**src/sv/cds_pkg.sv**
```systemverilog
// Shared types, constants and calendar arithmetic for the date stepper.
package cds_pkg;

  // Field widths
  localparam int unsigned MonthW  = 4;
  localparam int unsigned DayW    = 5;
  localparam int unsigned YearW   = 14;
  localparam int unsigned WdayW   = 3;
  localparam int unsigned DiffW   = 23;
  localparam int unsigned SerialW = 23;

  localparam int unsigned MaxYearDefault = 9999;

  typedef logic [MonthW-1:0]       month_t;
  typedef logic [DayW-1:0]         day_t;
  typedef logic [YearW-1:0]        year_t;
  typedef logic [WdayW-1:0]        wday_t;
  typedef logic signed [DiffW-1:0] diff_t;
  typedef logic [SerialW-1:0]      serial_t;

  typedef enum logic [1:0] {
    OpSet  = 2'd0,
    OpFwd  = 2'd1,
    OpBack = 2'd2,
    OpDiff = 2'd3
  } op_e;

  typedef enum logic [1:0] {
    StOk        = 2'd0,
    StBadMonth  = 2'd1,
    StBadDay    = 2'd2,
    StYearRange = 2'd3
  } status_e;

  // Stored date after an operation, with its status
  typedef struct packed {
    month_t  month;
    day_t    day;
    year_t   year;
    status_e status;
  } step_res_t;

  localparam month_t MonthJan = 4'd1;
  localparam month_t MonthFeb = 4'd2;
  localparam month_t MonthDec = 4'd12;
  localparam day_t   DayFirst = 5'd1;
  localparam day_t   DayLast  = 5'd31;
  localparam day_t   DayLeap  = 5'd29;
  localparam year_t  YearMin  = 14'd1;
  localparam year_t  ResetYear = 14'd2000;

  // Day count saturation limits and the reciprocal of 365 (scaled by 2^32)
  localparam logic [DiffW-1:0] SatPos = 23'd4194303;
  localparam logic [DiffW-1:0] SatNeg = 23'd4194304;
  localparam logic [23:0]      Recip365 = 24'd11767034;

  // y / 100 by reciprocal multiply, exact for all 14-bit y
  function automatic logic [7:0] div100(input year_t y);
    logic [26:0] p;
    p = 27'(y) * 27'd5243;
    return p[26:19];
  endfunction

  // y % 100
  function automatic logic [6:0] rem100(input year_t y);
    logic [YearW-1:0] t;
    t = y - year_t'(div100(y)) * year_t'(100);
    return t[6:0];
  endfunction

  // Gregorian leap rule
  function automatic logic is_leap(input year_t y);
    logic [7:0] q;
    logic [6:0] r;
    q = div100(y);
    r = rem100(y);
    return ((y[1:0] == 2'd0) && (r != 7'd0)) || ((r == 7'd0) && (q[1:0] == 2'd0));
  endfunction

  // Month length; zero for a month code outside 1..12
  function automatic day_t days_in(input month_t m, input logic leap);
    day_t d;
    unique case (m)
      4'd1, 4'd3, 4'd5, 4'd7, 4'd8, 4'd10, 4'd12: d = 5'd31;
      4'd4, 4'd6, 4'd9, 4'd11:                    d = 5'd30;
      4'd2:                                       d = leap ? 5'd29 : 5'd28;
      default:                                    d = 5'd0;
    endcase
    return d;
  endfunction

  // Days in the year before the first of month m
  function automatic logic [8:0] month_before(input month_t m);
    logic [8:0] v;
    unique case (m)
      4'd1:    v = 9'd0;
      4'd2:    v = 9'd31;
      4'd3:    v = 9'd59;
      4'd4:    v = 9'd90;
      4'd5:    v = 9'd120;
      4'd6:    v = 9'd151;
      4'd7:    v = 9'd181;
      4'd8:    v = 9'd212;
      4'd9:    v = 9'd243;
      4'd10:   v = 9'd273;
      4'd11:   v = 9'd304;
      4'd12:   v = 9'd334;
      default: v = 9'd0;
    endcase
    return v;
  endfunction

  // Month code of the century weekday formula, leap adjusted for Jan and Feb
  function automatic logic [2:0] month_code(input month_t m, input logic leap);
    logic [2:0] c;
    unique case (m)
      4'd1:    c = leap ? 3'd6 : 3'd0;
      4'd2:    c = leap ? 3'd2 : 3'd3;
      4'd3:    c = 3'd3;
      4'd4:    c = 3'd6;
      4'd5:    c = 3'd1;
      4'd6:    c = 3'd4;
      4'd7:    c = 3'd6;
      4'd8:    c = 3'd2;
      4'd9:    c = 3'd5;
      4'd10:   c = 3'd0;
      4'd11:   c = 3'd3;
      4'd12:   c = 3'd5;
      default: c = 3'd0;
    endcase
    return c;
  endfunction

  // Day serial number of a valid date (year at least 1)
  function automatic serial_t serial(input month_t m, input day_t d, input year_t y);
    year_t      p;
    logic [7:0] q;
    logic [11:0] leaps;
    p = (m <= MonthFeb) ? y - YearMin : y;
    q = div100(p);
    leaps = 12'(p[YearW-1:2]) - 12'(q) + 12'(q[7:2]);
    return serial_t'(y) * serial_t'(365) + serial_t'(leaps) + serial_t'(month_before(m))
           + serial_t'(d);
  endfunction

  // Weekday, 0 Sunday to 6 Saturday
  function automatic wday_t weekday_of(input month_t m, input day_t d, input year_t y);
    logic [7:0]  q;
    logic [6:0]  r;
    logic [2:0]  cent;
    logic [7:0]  s;
    logic [15:0] p;
    logic [7:0]  t;
    q = div100(y);
    r = rem100(y);
    cent = {2'(2'd3 - q[1:0]), 1'b0};
    s = 8'(cent) + 8'(r) + 8'(r[6:2]) + 8'(month_code(m, is_leap(y))) + 8'(d);
    // s / 7 by reciprocal multiply, exact for s below 224
    p = 16'(s) * 16'd293;
    t = s - 8'(p[15:11]) * 8'd7;
    return t[WdayW-1:0];
  endfunction

  // Argument check: month first, then day, then year
  function automatic status_e check_date(input month_t m, input day_t d, input year_t y,
                                         input year_t max_year);
    status_e st;
    if (m < MonthJan || m > MonthDec) begin
      st = StBadMonth;
    end else if (d < DayFirst || d > days_in(m, is_leap(y))) begin
      st = StBadDay;
    end else if (y < YearMin || y > max_year) begin
      st = StYearRange;
    end else begin
      st = StOk;
    end
    return st;
  endfunction

endpackage

```
**src/sv/cds_stepper.sv**
```systemverilog
// Next stored date and status for one operation.
module cds_stepper #(
  parameter int unsigned MaxYear = cds_pkg::MaxYearDefault
) (
  input  cds_pkg::op_e       op_i,
  input  logic               step_unit_i,
  input  cds_pkg::month_t    cur_month_i,
  input  cds_pkg::day_t      cur_day_i,
  input  cds_pkg::year_t     cur_year_i,
  input  cds_pkg::month_t    arg_month_i,
  input  cds_pkg::day_t      arg_day_i,
  input  cds_pkg::year_t     arg_year_i,
  input  cds_pkg::status_e   arg_status_i,
  output cds_pkg::step_res_t res_o
);
  import cds_pkg::*;

  localparam year_t MaxYearV = year_t'(MaxYear);

  logic   leap_cur, leap_up, leap_dn, on_feb29;
  year_t  year_up, year_dn;
  day_t   dim_cur, dim_prev;
  month_t month_prev;

  // Leap flags of this, next and previous year
  assign year_up    = cur_year_i + YearMin;
  assign year_dn    = cur_year_i - YearMin;
  assign leap_cur   = is_leap(cur_year_i);
  assign leap_up    = is_leap(year_up);
  assign leap_dn    = is_leap(year_dn);
  assign on_feb29   = (cur_month_i == MonthFeb) && (cur_day_i == DayLeap);
  assign month_prev = cur_month_i - MonthJan;
  assign dim_cur    = days_in(cur_month_i, leap_cur);
  assign dim_prev   = days_in(month_prev, leap_cur);

  always_comb begin
    res_o.month  = cur_month_i;
    res_o.day    = cur_day_i;
    res_o.year   = cur_year_i;
    res_o.status = StOk;
    unique case (op_i)
      OpSet: begin
        res_o.status = arg_status_i;
        if (arg_status_i == StOk) begin
          res_o.month = arg_month_i;
          res_o.day   = arg_day_i;
          res_o.year  = arg_year_i;
        end
      end
      OpFwd: begin
        if (step_unit_i) begin
          if (cur_year_i >= MaxYearV) begin
            res_o.status = StYearRange;
          end else if (on_feb29 && !leap_up) begin
            res_o.status = StBadDay;
          end else begin
            res_o.year = year_up;
          end
        end else if (cur_day_i < dim_cur) begin
          res_o.day = cur_day_i + DayFirst;
        end else if (cur_month_i < MonthDec) begin
          res_o.month = cur_month_i + MonthJan;
          res_o.day   = DayFirst;
        end else if (cur_year_i >= MaxYearV) begin
          res_o.status = StYearRange;
        end else begin
          res_o.year  = year_up;
          res_o.month = MonthJan;
          res_o.day   = DayFirst;
        end
      end
      OpBack: begin
        if (step_unit_i) begin
          if (cur_year_i <= YearMin) begin
            res_o.status = StYearRange;
          end else if (on_feb29 && !leap_dn) begin
            res_o.status = StBadDay;
          end else begin
            res_o.year = year_dn;
          end
        end else if (cur_day_i > DayFirst) begin
          res_o.day = cur_day_i - DayFirst;
        end else if (cur_month_i > MonthJan) begin
          res_o.month = month_prev;
          res_o.day   = dim_prev;
        end else if (cur_year_i <= YearMin) begin
          res_o.status = StYearRange;
        end else begin
          res_o.year  = year_dn;
          res_o.month = MonthDec;
          res_o.day   = DayLast;
        end
      end
      OpDiff: begin
        res_o.status = arg_status_i;
      end
      default: begin
        res_o.status = StOk;
      end
    endcase
  end

endmodule

```
**src/sv/calendar_date_stepper.sv**
```systemverilog
// Top level of the Gregorian date stepper: pipeline, stored date and result register.
//
// Keeps one Gregorian date (reset: Jan 1 2000) and takes one transaction per cycle
// while the output is not stalled: set, step forward, step back or difference;
// step_unit selects days or years. Every transaction yields exactly one result,
// in order. The stored date is updated in the third stage, so back-to-back
// transactions each see the date left by the one before. A stalled output holds
// the whole pipeline. The configuration write is accepted at any time but must
// only be issued while no transaction is in flight.
module calendar_date_stepper #(
  parameter int unsigned MaxYear = cds_pkg::MaxYearDefault
) (
  input  logic              clk_i,
  input  logic              rst_ni,
  input  logic              cfg_valid_i,
  output logic              cfg_ready_o,
  input  logic              cfg_step_unit_i,
  input  logic              in_valid_i,
  output logic              in_ready_o,
  input  cds_pkg::op_e      operation_i,
  input  cds_pkg::month_t   arg_month_i,
  input  cds_pkg::day_t     arg_day_i,
  input  cds_pkg::year_t    arg_year_i,
  output logic              out_valid_o,
  input  logic              out_ready_i,
  output cds_pkg::month_t   cur_month_out_o,
  output cds_pkg::day_t     cur_day_out_o,
  output cds_pkg::year_t    cur_year_out_o,
  output cds_pkg::wday_t    weekday_o,
  output cds_pkg::diff_t    difference_o,
  output cds_pkg::status_e  status_o
);
  import cds_pkg::*;

  localparam year_t MaxYearV = year_t'(MaxYear);

  logic en;
  logic step_unit_q;

  // Stage A: accepted transaction
  logic   a_valid_q;
  op_e    a_op_q;
  month_t a_month_q;
  day_t   a_day_q;
  year_t  a_year_q;

  // Stage B: checked argument and its serial
  logic    b_valid_q;
  op_e     b_op_q;
  month_t  b_month_q;
  day_t    b_day_q;
  year_t   b_year_q;
  status_e b_status_q;
  serial_t b_serial_q;

  // Stored date and stage C
  month_t    cur_month_q;
  day_t      cur_day_q;
  year_t     cur_year_q;
  step_res_t step_res;
  logic      c_valid_q;
  op_e       c_op_q;
  status_e   c_status_q;
  serial_t   c_arg_serial_q;

  // Stage D: serial and weekday of stored date
  logic    d_valid_q;
  logic    d_diff_q;
  status_e d_status_q;
  month_t  d_month_q;
  day_t    d_day_q;
  year_t   d_year_q;
  wday_t   d_wday_q;
  serial_t d_cur_serial_q;
  serial_t d_arg_serial_q;

  // Stage E: saturated day count as sign and magnitude
  logic             e_valid_q;
  logic             e_diff_q;
  status_e          e_status_q;
  month_t           e_month_q;
  day_t             e_day_q;
  year_t            e_year_q;
  wday_t            e_wday_q;
  logic             e_neg_q;
  logic [DiffW-1:0] e_mag_q;

  logic             out_valid_q;
  month_t           out_month_q;
  day_t             out_day_q;
  year_t            out_year_q;
  wday_t            out_wday_q;
  diff_t            out_diff_q;
  status_e          out_status_q;

  logic signed [SerialW:0] diff_raw;
  logic [SerialW:0]        diff_abs;
  logic [DiffW-1:0]        mag_sat;
  logic [DiffW-1:0]        quot;
  logic [DiffW-1:0]        mag_sel;
  logic [46:0]             quot_prod;
  diff_t                   diff_res;

  // Whole pipeline moves together unless a result waits
  assign en          = !out_valid_q || out_ready_i;
  assign in_ready_o  = en;
  assign cfg_ready_o = 1'b1;

  // Configuration register
  always_ff @(posedge clk_i or negedge rst_ni) begin
    if (!rst_ni) begin
      step_unit_q <= 1'b0;
    end else if (cfg_valid_i) begin
      step_unit_q <= cfg_step_unit_i;
    end
  end

  // Valid bits of all stages
  always_ff @(posedge clk_i or negedge rst_ni) begin
    if (!rst_ni) begin
      a_valid_q   <= 1'b0;
      b_valid_q   <= 1'b0;
      c_valid_q   <= 1'b0;
      d_valid_q   <= 1'b0;
      e_valid_q   <= 1'b0;
      out_valid_q <= 1'b0;
    end else if (en) begin
      a_valid_q   <= in_valid_i;
      b_valid_q   <= a_valid_q;
      c_valid_q   <= b_valid_q;
      d_valid_q   <= c_valid_q;
      e_valid_q   <= d_valid_q;
      out_valid_q <= e_valid_q;
    end
  end

  // Stage A and B payload: capture, then check argument and take its serial
  always_ff @(posedge clk_i) begin
    if (en) begin
      a_op_q     <= operation_i;
      a_month_q  <= arg_month_i;
      a_day_q    <= arg_day_i;
      a_year_q   <= arg_year_i;
      b_op_q     <= a_op_q;
      b_month_q  <= a_month_q;
      b_day_q    <= a_day_q;
      b_year_q   <= a_year_q;
      b_status_q <= check_date(a_month_q, a_day_q, a_year_q, MaxYearV);
      b_serial_q <= serial(a_month_q, a_day_q, a_year_q);
    end
  end

  cds_stepper #(
    .MaxYear(MaxYear)
  ) u_stepper (
    .op_i        (b_op_q),
    .step_unit_i (step_unit_q),
    .cur_month_i (cur_month_q),
    .cur_day_i   (cur_day_q),
    .cur_year_i  (cur_year_q),
    .arg_month_i (b_month_q),
    .arg_day_i   (b_day_q),
    .arg_year_i  (b_year_q),
    .arg_status_i(b_status_q),
    .res_o       (step_res)
  );

  // Stored date
  always_ff @(posedge clk_i or negedge rst_ni) begin
    if (!rst_ni) begin
      cur_month_q <= MonthJan;
      cur_day_q   <= DayFirst;
      cur_year_q  <= ResetYear;
    end else if (en && b_valid_q) begin
      cur_month_q <= step_res.month;
      cur_day_q   <= step_res.day;
      cur_year_q  <= step_res.year;
    end
  end

  // Stage C payload; the stored date itself stands for this stage's date
  always_ff @(posedge clk_i) begin
    if (en) begin
      c_op_q         <= b_op_q;
      c_status_q     <= step_res.status;
      c_arg_serial_q <= b_serial_q;
    end
  end

  // Stage D: serial and weekday of the stored date
  always_ff @(posedge clk_i) begin
    if (en) begin
      d_diff_q       <= (c_op_q == OpDiff) && (c_status_q == StOk);
      d_status_q     <= c_status_q;
      d_month_q      <= cur_month_q;
      d_day_q        <= cur_day_q;
      d_year_q       <= cur_year_q;
      d_wday_q       <= weekday_of(cur_month_q, cur_day_q, cur_year_q);
      d_cur_serial_q <= serial(cur_month_q, cur_day_q, cur_year_q);
      d_arg_serial_q <= c_arg_serial_q;
    end
  end

  // Day count, saturated, as sign and magnitude
  always_comb begin
    diff_raw = $signed({1'b0, d_cur_serial_q}) - $signed({1'b0, d_arg_serial_q});
    diff_abs = diff_raw[SerialW] ? (SerialW+1)'(-diff_raw) : diff_raw;
    if (diff_raw[SerialW]) begin
      mag_sat = (diff_abs > (SerialW+1)'(SatNeg)) ? SatNeg : diff_abs[DiffW-1:0];
    end else begin
      mag_sat = (diff_abs > (SerialW+1)'(SatPos)) ? SatPos : diff_abs[DiffW-1:0];
    end
  end

  always_ff @(posedge clk_i) begin
    if (en) begin
      e_diff_q   <= d_diff_q;
      e_status_q <= d_status_q;
      e_month_q  <= d_month_q;
      e_day_q    <= d_day_q;
      e_year_q   <= d_year_q;
      e_wday_q   <= d_wday_q;
      e_neg_q    <= d_diff_q && diff_raw[SerialW];
      e_mag_q    <= d_diff_q ? mag_sat : '0;
    end
  end

  // Days, or in years mode magnitude / 365 by reciprocal multiply, then restore the sign
  always_comb begin
    quot_prod = 47'(e_mag_q) * 47'(Recip365);
    quot      = DiffW'(quot_prod[46:32]);
    mag_sel   = step_unit_q ? quot : e_mag_q;
    diff_res  = e_neg_q ? diff_t'(-mag_sel) : diff_t'(mag_sel);
  end

  // Result register
  always_ff @(posedge clk_i) begin
    if (en) begin
      out_month_q  <= e_month_q;
      out_day_q    <= e_day_q;
      out_year_q   <= e_year_q;
      out_wday_q   <= e_wday_q;
      out_diff_q   <= e_diff_q ? diff_res : '0;
      out_status_q <= e_status_q;
    end
  end

  assign out_valid_o     = out_valid_q;
  assign cur_month_out_o = out_month_q;
  assign cur_day_out_o   = out_day_q;
  assign cur_year_out_o  = out_year_q;
  assign weekday_o       = out_wday_q;
  assign difference_o    = out_diff_q;
  assign status_o        = out_status_q;

endmodule

```
**config.mk**
```make
export PLATFORM = sky130hd
export DESIGN_NAME = calendar_date_stepper
export DESIGN_NICKNAME = d
export VERILOG_FILES = /design/src/sv/cds_pkg.sv /design/src/sv/cds_stepper.sv /design/src/sv/calendar_date_stepper.sv
export SDC_FILE = /design/constraint.sdc
export NUM_CORES = 2
export LEC_CHECK = 0
export ABC_CLOCK_PERIOD_IN_PS = 16300
export BUFFER_PORTS_ARGS = -buffer_cell sky130_fd_sc_hd__buf_2
export CORE_MARGIN = 2
export CORE_UTILIZATION = 55
export DETAILED_ROUTE_END_ITERATION = 16
export PLACE_DENSITY = 0.72
export SLEW_MARGIN = 20
export SYNTH_ARGS = -nofsm -noshare
export SYNTH_HDL_FRONTEND = slang
export SYNTH_SLANG_ARGS = --single-unit
```
**constraint.sdc**
```tcl
create_clock -name clk_i -period 16.3 [get_ports clk_i]
set_clock_uncertainty 0.2 [all_clocks]
set_input_delay 2.445 -clock clk_i [delete_from_list [all_inputs] [get_ports clk_i]]
set_output_delay 2.445 -clock clk_i [all_outputs]
set_load 0.005 [all_outputs]
```
After elaboration in Yosys (flattened, before gate mapping)
Memories as Yosys holds them, arrays and structs flattened. A register that Yosys moved wholly into a read port is not among the register bits.
Cells that the tools add are included.
{"block": "op_classes", "n_addsub": 30, "n_eq_ne": 58, "order_cmp": 16, "n_mul": 15, "reduce_logical": 58, "muxes": 53}
{"op": "two-way mux 23 bit", "count": 8}
{"op": "multiplier 14 x 13 -> 27 bit, second input constant", "count": 6}
{"op": "two-way mux 16 bit", "count": 6}
{"op": "two-way mux 14 bit", "count": 6}
{"op": "case mux 23 bit (3 select lines)", "count": 1}
{"op": "equality test 4 bit, second input constant", "count": 15}
{"op": "two-way mux 9 bit", "count": 6}
{"op": "equality test 4 x 3 -> 1 bit, second input constant", "count": 12}
{"op": "adder 23 x 12 -> 23 bit", "count": 2}
{"op": "adder 23 x 5 -> 23 bit", "count": 2}
{"op": "adder 23 x 9 -> 23 bit", "count": 2}
{"op": "multiplier 14 x 9 -> 23 bit, second input constant", "count": 2}
{"op": "multiplier 23 x 23 -> 46 bit, second input constant", "count": 1}
{"op": "case mux 5 bit (3 select lines)", "count": 3}
{"op": "multiplier 8 x 5 -> 5 bit, second input constant", "count": 4}
{"op": "zero test 7 bit", "count": 4}
{"op": "nonzero test 7 bit", "count": 4}
{"op": "subtractor 14 x 1 -> 14 bit, second input constant", "count": 2}
{"op": "subtractor 7 bit", "count": 4}
{"op": "adder 12 x 6 -> 12 bit", "count": 2}
{"op": "equality test 4 x 2 -> 1 bit, second input constant", "count": 6}
{"op": "greater-than comparator 24 x 22 -> 1 bit, second input constant", "count": 1}
{"op": "greater-than comparator 24 x 23 -> 1 bit, second input constant", "count": 1}
{"op": "two-way mux 24 bit", "count": 1}
{"op": "55 further kinds", "count": 129}
{"block": "word_totals", "rom_bits": 288, "mem_count": 2, "output_inout_bits": 54, "register_bits": 311, "wordCells": 277}
{"name": "(no name shown)", "words": 16, "word_bits": 9, "rd": 1, "rd_ports_with_merged_regs": 0, "write_ports": 0, "line_no": "cds_pkg.sv:95", "source": "unique case (m)"}
{"name": "(no name shown)", "words": 16, "word_bits": 9, "rd": 1, "rd_ports_with_merged_regs": 1, "write_ports": 0, "line_no": "cds_pkg.sv:95"}

Logic depth before layout (Yosys ltp)
{"block": "logic_depth", "depth_word": 14, "ltp_mapped": 61, "ltp_nobuf": 61}

By module
A second synthesis with hierarchy kept.
{"block": "hier_totals", "cells_unflattened": 5892, "hier_area_um2": 59158.0}
{"mod": "calendar_date_stepper", "seq_area_each_um2": 9379.0, "area_each_um2": 46047.9, "cells_each": 4342, "instances": 1}
{"mod": "cds_stepper", "seq_area_each_um2": 0.0, "area_each_um2": 13110.1, "cells_each": 1550, "instances": 1}

Least setup slack after synthesis
Ideal clock, no wire load.
{"block": "synth_path", "path_type": "in2reg", "from": "in out_ready_i", "to": "reg (tool-made name)", "t_required_ns": 15.955, "stages": 6, "path_slack_ns": 2.497, "t_arrival_ns": 13.458, "cell_sequence": "nand2b_1 buf_1 mux2i_1 ha_1 o21ai_0 mux2i_1"}
{"element": "start, declared", "line_no": "calendar_date_stepper.sv:25", "source": "input logic out_ready_i,"}

Worst setup path in the final report
{"block": "layout_path", "from": "reg a_year_q[3]", "to": "reg b_serial_q[22] (data pin)"}
{"block": "layout_via", "elab_chain_cells": 8}
{"element": "start, declared", "line_no": "calendar_date_stepper.sv:45", "source": "year_t a_year_q;"}
{"element": "start signal, assigned", "line_no": "calendar_date_stepper.sv:143", "source": "a_year_q <= arg_year_i;"}
{"element": "subtractor 14 x 1 -> 14 bit", "line_no": "cds_pkg.sv:139", "source": "p = (m <= MonthFeb) ? y - YearMin : y;"}
{"element": "two-way mux 14 bit", "line_no": "cds_pkg.sv:139"}
{"element": "multiplier 14 x 13 -> 27 bit", "line_no": "cds_pkg.sv:60", "source": "p = 27'(y) * 27'd5243;"}
{"element": "subtractor 12 x 8 -> 12 bit", "line_no": "cds_pkg.sv:141", "source": "leaps = 12'(p[YearW-1:2]) - 12'(q) + 12'(q[7:2]);"}
{"element": "adder 12 x 6 -> 12 bit", "line_no": "cds_pkg.sv:141"}
{"element": "adder 23 x 12 -> 23 bit *", "line_no": "cds_pkg.sv:142", "source": "return serial_t'(y) * serial_t'(365) + serial_t'(leaps) + serial_t'(month_before(m))"}
{"element": "adder 23 x 9 -> 23 bit *", "line_no": "cds_pkg.sv:142"}
{"element": "adder 23 x 5 -> 23 bit *", "line_no": "cds_pkg.sv:143", "source": "+ serial_t'(d);"}
{"element": "end signal, assigned", "line_no": "calendar_date_stepper.sv:149", "source": "b_serial_q <= serial(a_month_q, a_day_q, a_year_q);"}
{"element": "end, declared", "line_no": "calendar_date_stepper.sv:54", "source": "serial_t b_serial_q;"}
Every way passes the cells marked *; elsewhere a longest branch is shown, timed or not.
A chain may end at the register's enable or synchronous reset.

==> flow_metrics.py <==
metrics = {
    "final_layout": {
        "diodes": 0,
        "syn_to_final_growth_pct": 5.94,
        "multiInputGateArea_um2": 40200,
        "drive_gt1_share_pct": 4.80,
        "layout.nets": 7260,
        "nFillCells": 8230,
        "regArea_um2": 9380,
    },
    "worst_setup_path": {
        "critPathKind": "reg2reg",
        "path_buf_inv": 11,
        "r2r-start": "a_year_q[3]",
        "cp_top_family": "adder cells",
        "critPathMaxStageDelay_ps": 650,
        "start_kind": "flip-flop",
        "worstReg2RegEnd": "b_serial_q[22]",
        "crit_fanout": 9,
        "cp.depth": 57,
        "reg2reg_depth": 57,
        "cp.required_ps": 16400,
        "crit_slowest_cell": "edfxtp_1",
        "arrival_ps": 14650,
        "reg2reg_slack_ps": 1750,
        "cp-end-kind": "flip-flop",
        "crit_top_cell": "inv_1",
    },
    "logic_synthesis": {
        "yosysMostFrequentCell": "inv_1",
        "synth_compound_area_share_pct": 8.78,
        "synth_top_area_cell": "fa_1",
        "synth_edf_count": 281,
        "syn_area_per_cell_um2": 10.3,
        "synth-xor-area-share_pct": 4.13,
        "yosys.area_share.simple_pct": 7.54,
        "synth_warnings": 0,
        "synth_top_family_by_area": "adder cells",
        "yosys.area_share.adder_pct": 52.3,
        "post_synth_instance_area_um2": 54500,
        "yosys.cell_types.count": 105,
        "synthFlopType": "edfxtp_1",
        "synthCells": 5305,
        "seq_area_frac_synth_pct": 17.2,
        "synthTopCellsByCount": "inv_1, ha_1, fa_1",
        "synthTopCellsByArea": "fa_1, ha_1, edfxtp_1",
        "synthArstFlopShare_pct": 9.38,
        "synth_largest_type_area_fraction_pct": 27.2,
        "synthMuxAreaShare_pct": 0.911,
        "ys_seq_elements": 320,
        "syn-num-nets": 7172,
    },
    "grt": {
        "grtUsageTotal_pct": 26.1,
        "antenna_found_initial": 2,
        "grt_pass1_vias": 39388,
        "grt_pass1_wl_mm": 210,
        "grt_max_degree": 89,
        "grt_overflow_total": 0,
    },
    "timing": {
        "drv_slew": 0,
        "period_needed_ps": 14550,
        "fmax_mhz": 68.7,
        "final_hold_viol_count": 0,
        "relSlewSlack_pct": 25.1,
        "whs_ps": 209,
        "min_period_over_period_pct": 89.3,
        "tightestPinTransition_ps": 1120,
        "setup_viol_count_final": 0,
        "rsz0062_at_grt": "false",
        "finalSetupTns_ps": 0,
    },
    "die": {
        "die_area_um2": 102000,
        "io_pins": 85,
        "coreArea_um2": 98300,
        "die_h_um": 319,
        "num_rows": 115,
        "die_w_um": 319,
        "start_util_pct": 55.5,
    },
    "route": {
        "drt-pass1-iter-count": 7,
        "wl_per_cell_um": 19.1,
        "vias": 37309,
        "ant_nets": 0,
        "vias_per_cell": 5.56,
        "drcViolationCount": 0,
        "drt_first_iter_violations": 2848,
        "routed_wl_mm": 128,
    },
    "min_path": {
        "hold_end": "e_year_q[6]",
        "worstHoldStart": "d_year_q[6]",
        "whs_path_depth": 0,
        "min_path_type": "reg2reg",
    },
    "clock_tree": {
        "clk_latency_ps": 570,
        "cts.sinks": 320,
        "post_cts_resized": 0,
        "cts_buffers": 39,
        "cts_hold_buf": 0,
        "tritoncts": "yes",
        "cts-root-buf": "clkbuf_16",
        "cts_buffer_depth": 3,
        "cts_setup_buffers": 0,
        "h-tree-depth": 2,
        "cts.clk_slew.worst_paths_ps": 70,
    },
    "placed_design": {
        "io_buffers": 83,
        "dp_hpwl_mm": 109,
        "gp_congestion": 0.965,
    },
    "job": {
        "drv_cap": 0,
    },
    "outcome": {
        "status": "finished clean",
    },
}
[flip-flops by register name, summed over array words and instances (netlist names), 5 cells and up, named ones only]
register        flops
e_mag_q            23
e_day_q             5
d_year_q           14
e_year_q           14
d_cur_serial_q     23
difference_o       23
cur_day_q           5
d_arg_serial_q     23
a_year_q           14
b_serial_q         23
b_year_q           14
c_arg_serial_q     23
cur_year_q         14
a_day_q             5
cur_day_out_o       5
d_day_q             5
cur_year_out_o     14
b_day_q             5
[worst max-delay path by stage]
stage / slack [ps] / from / endpoint
floorplan: 2500 / out_ready_i / flip-flop
global placement: 2090 / a_year_q[1] / b_serial_q[22]
detailed placement: 1740 / a_year_q[3] / b_serial_q[22]
CTS: 1740 / a_year_q[1] / b_serial_q[22]
global route: 800 / a_year_q[1] / b_serial_q[22]
finish: 1750 / a_year_q[3] / b_serial_q[22]
[cells in the final DEF (no fill, tap or decap), drive strengths merged, types with 13 or more instances in the layout]
cell and instances:
o2111ai 15, nor2 221, clkbuf 45, nand2b 31, and2 20, mux2 19
o211ai 20, ha 1096, a21boi 13, nand2 184, o21a 37, o21bai 20
a31oi 30, clkinv 15, or4 17, o31ai 17, mux2i 26, fa 740
or3 18, o21ai 152, nand4 30, buf 114, a21oi 173, xor2 62
xnor2 195, nand3 73, a21o 54, edfxtp 281, nor4 18, inv 1254
nor2b 34, nor3 90, a211oi 35, dfrtp 22, and3 34
[stage by stage]
step	utilization [%]	setup slack, ps	instances	cell area [um^2]
6_report	58.8	1750	6709	57800
5_1_grt	58.8	799	6709	57800
4_1_cts	58.8	1740	6709	57800
3_5_place_dp	57.5	1740	6639	56500
3_3_place_gp	57.5	2090	6639	56500
2_1_floorplan	-	2500	5305	54500
[cell type report]
cell class / count / area share [%]
clock inverter: 25 / 0.396
tap: 1287 / 2.79
clock buffer: 45 / 1.73
timing repair buffer: 114 / 1.13
inverter: 1249 / 8.12
sequential: 320 / 16.2
multi-input combinational: 3669 / 69.6
[layer usage]
layer / vias up / track usage, % / part of all wire (%)
met2: 1003 / 43.8 / 48
met5: - / 0 / 0.0078
met3: 225 / 4.17 / 5.8
met1: 18345 / 34.6 / 43
met4: 2 / 8.06 / 3.3
li1: 17734 / - / -
[cells by family after synthesis]
family | count (synthesis)
AO/OA/AOI/OAI | 707
XOR/XNOR | 257
adder cells (fa/ha/maj) | 1836
buffers and inverters | 1316
flip-flops | 320
multiplexers | 46
other | 1
AND/OR/NAND/NOR | 822
Power is not shown: default switching activity piles up to over one toggle a cycle in this logic, so the estimate is an artifact.
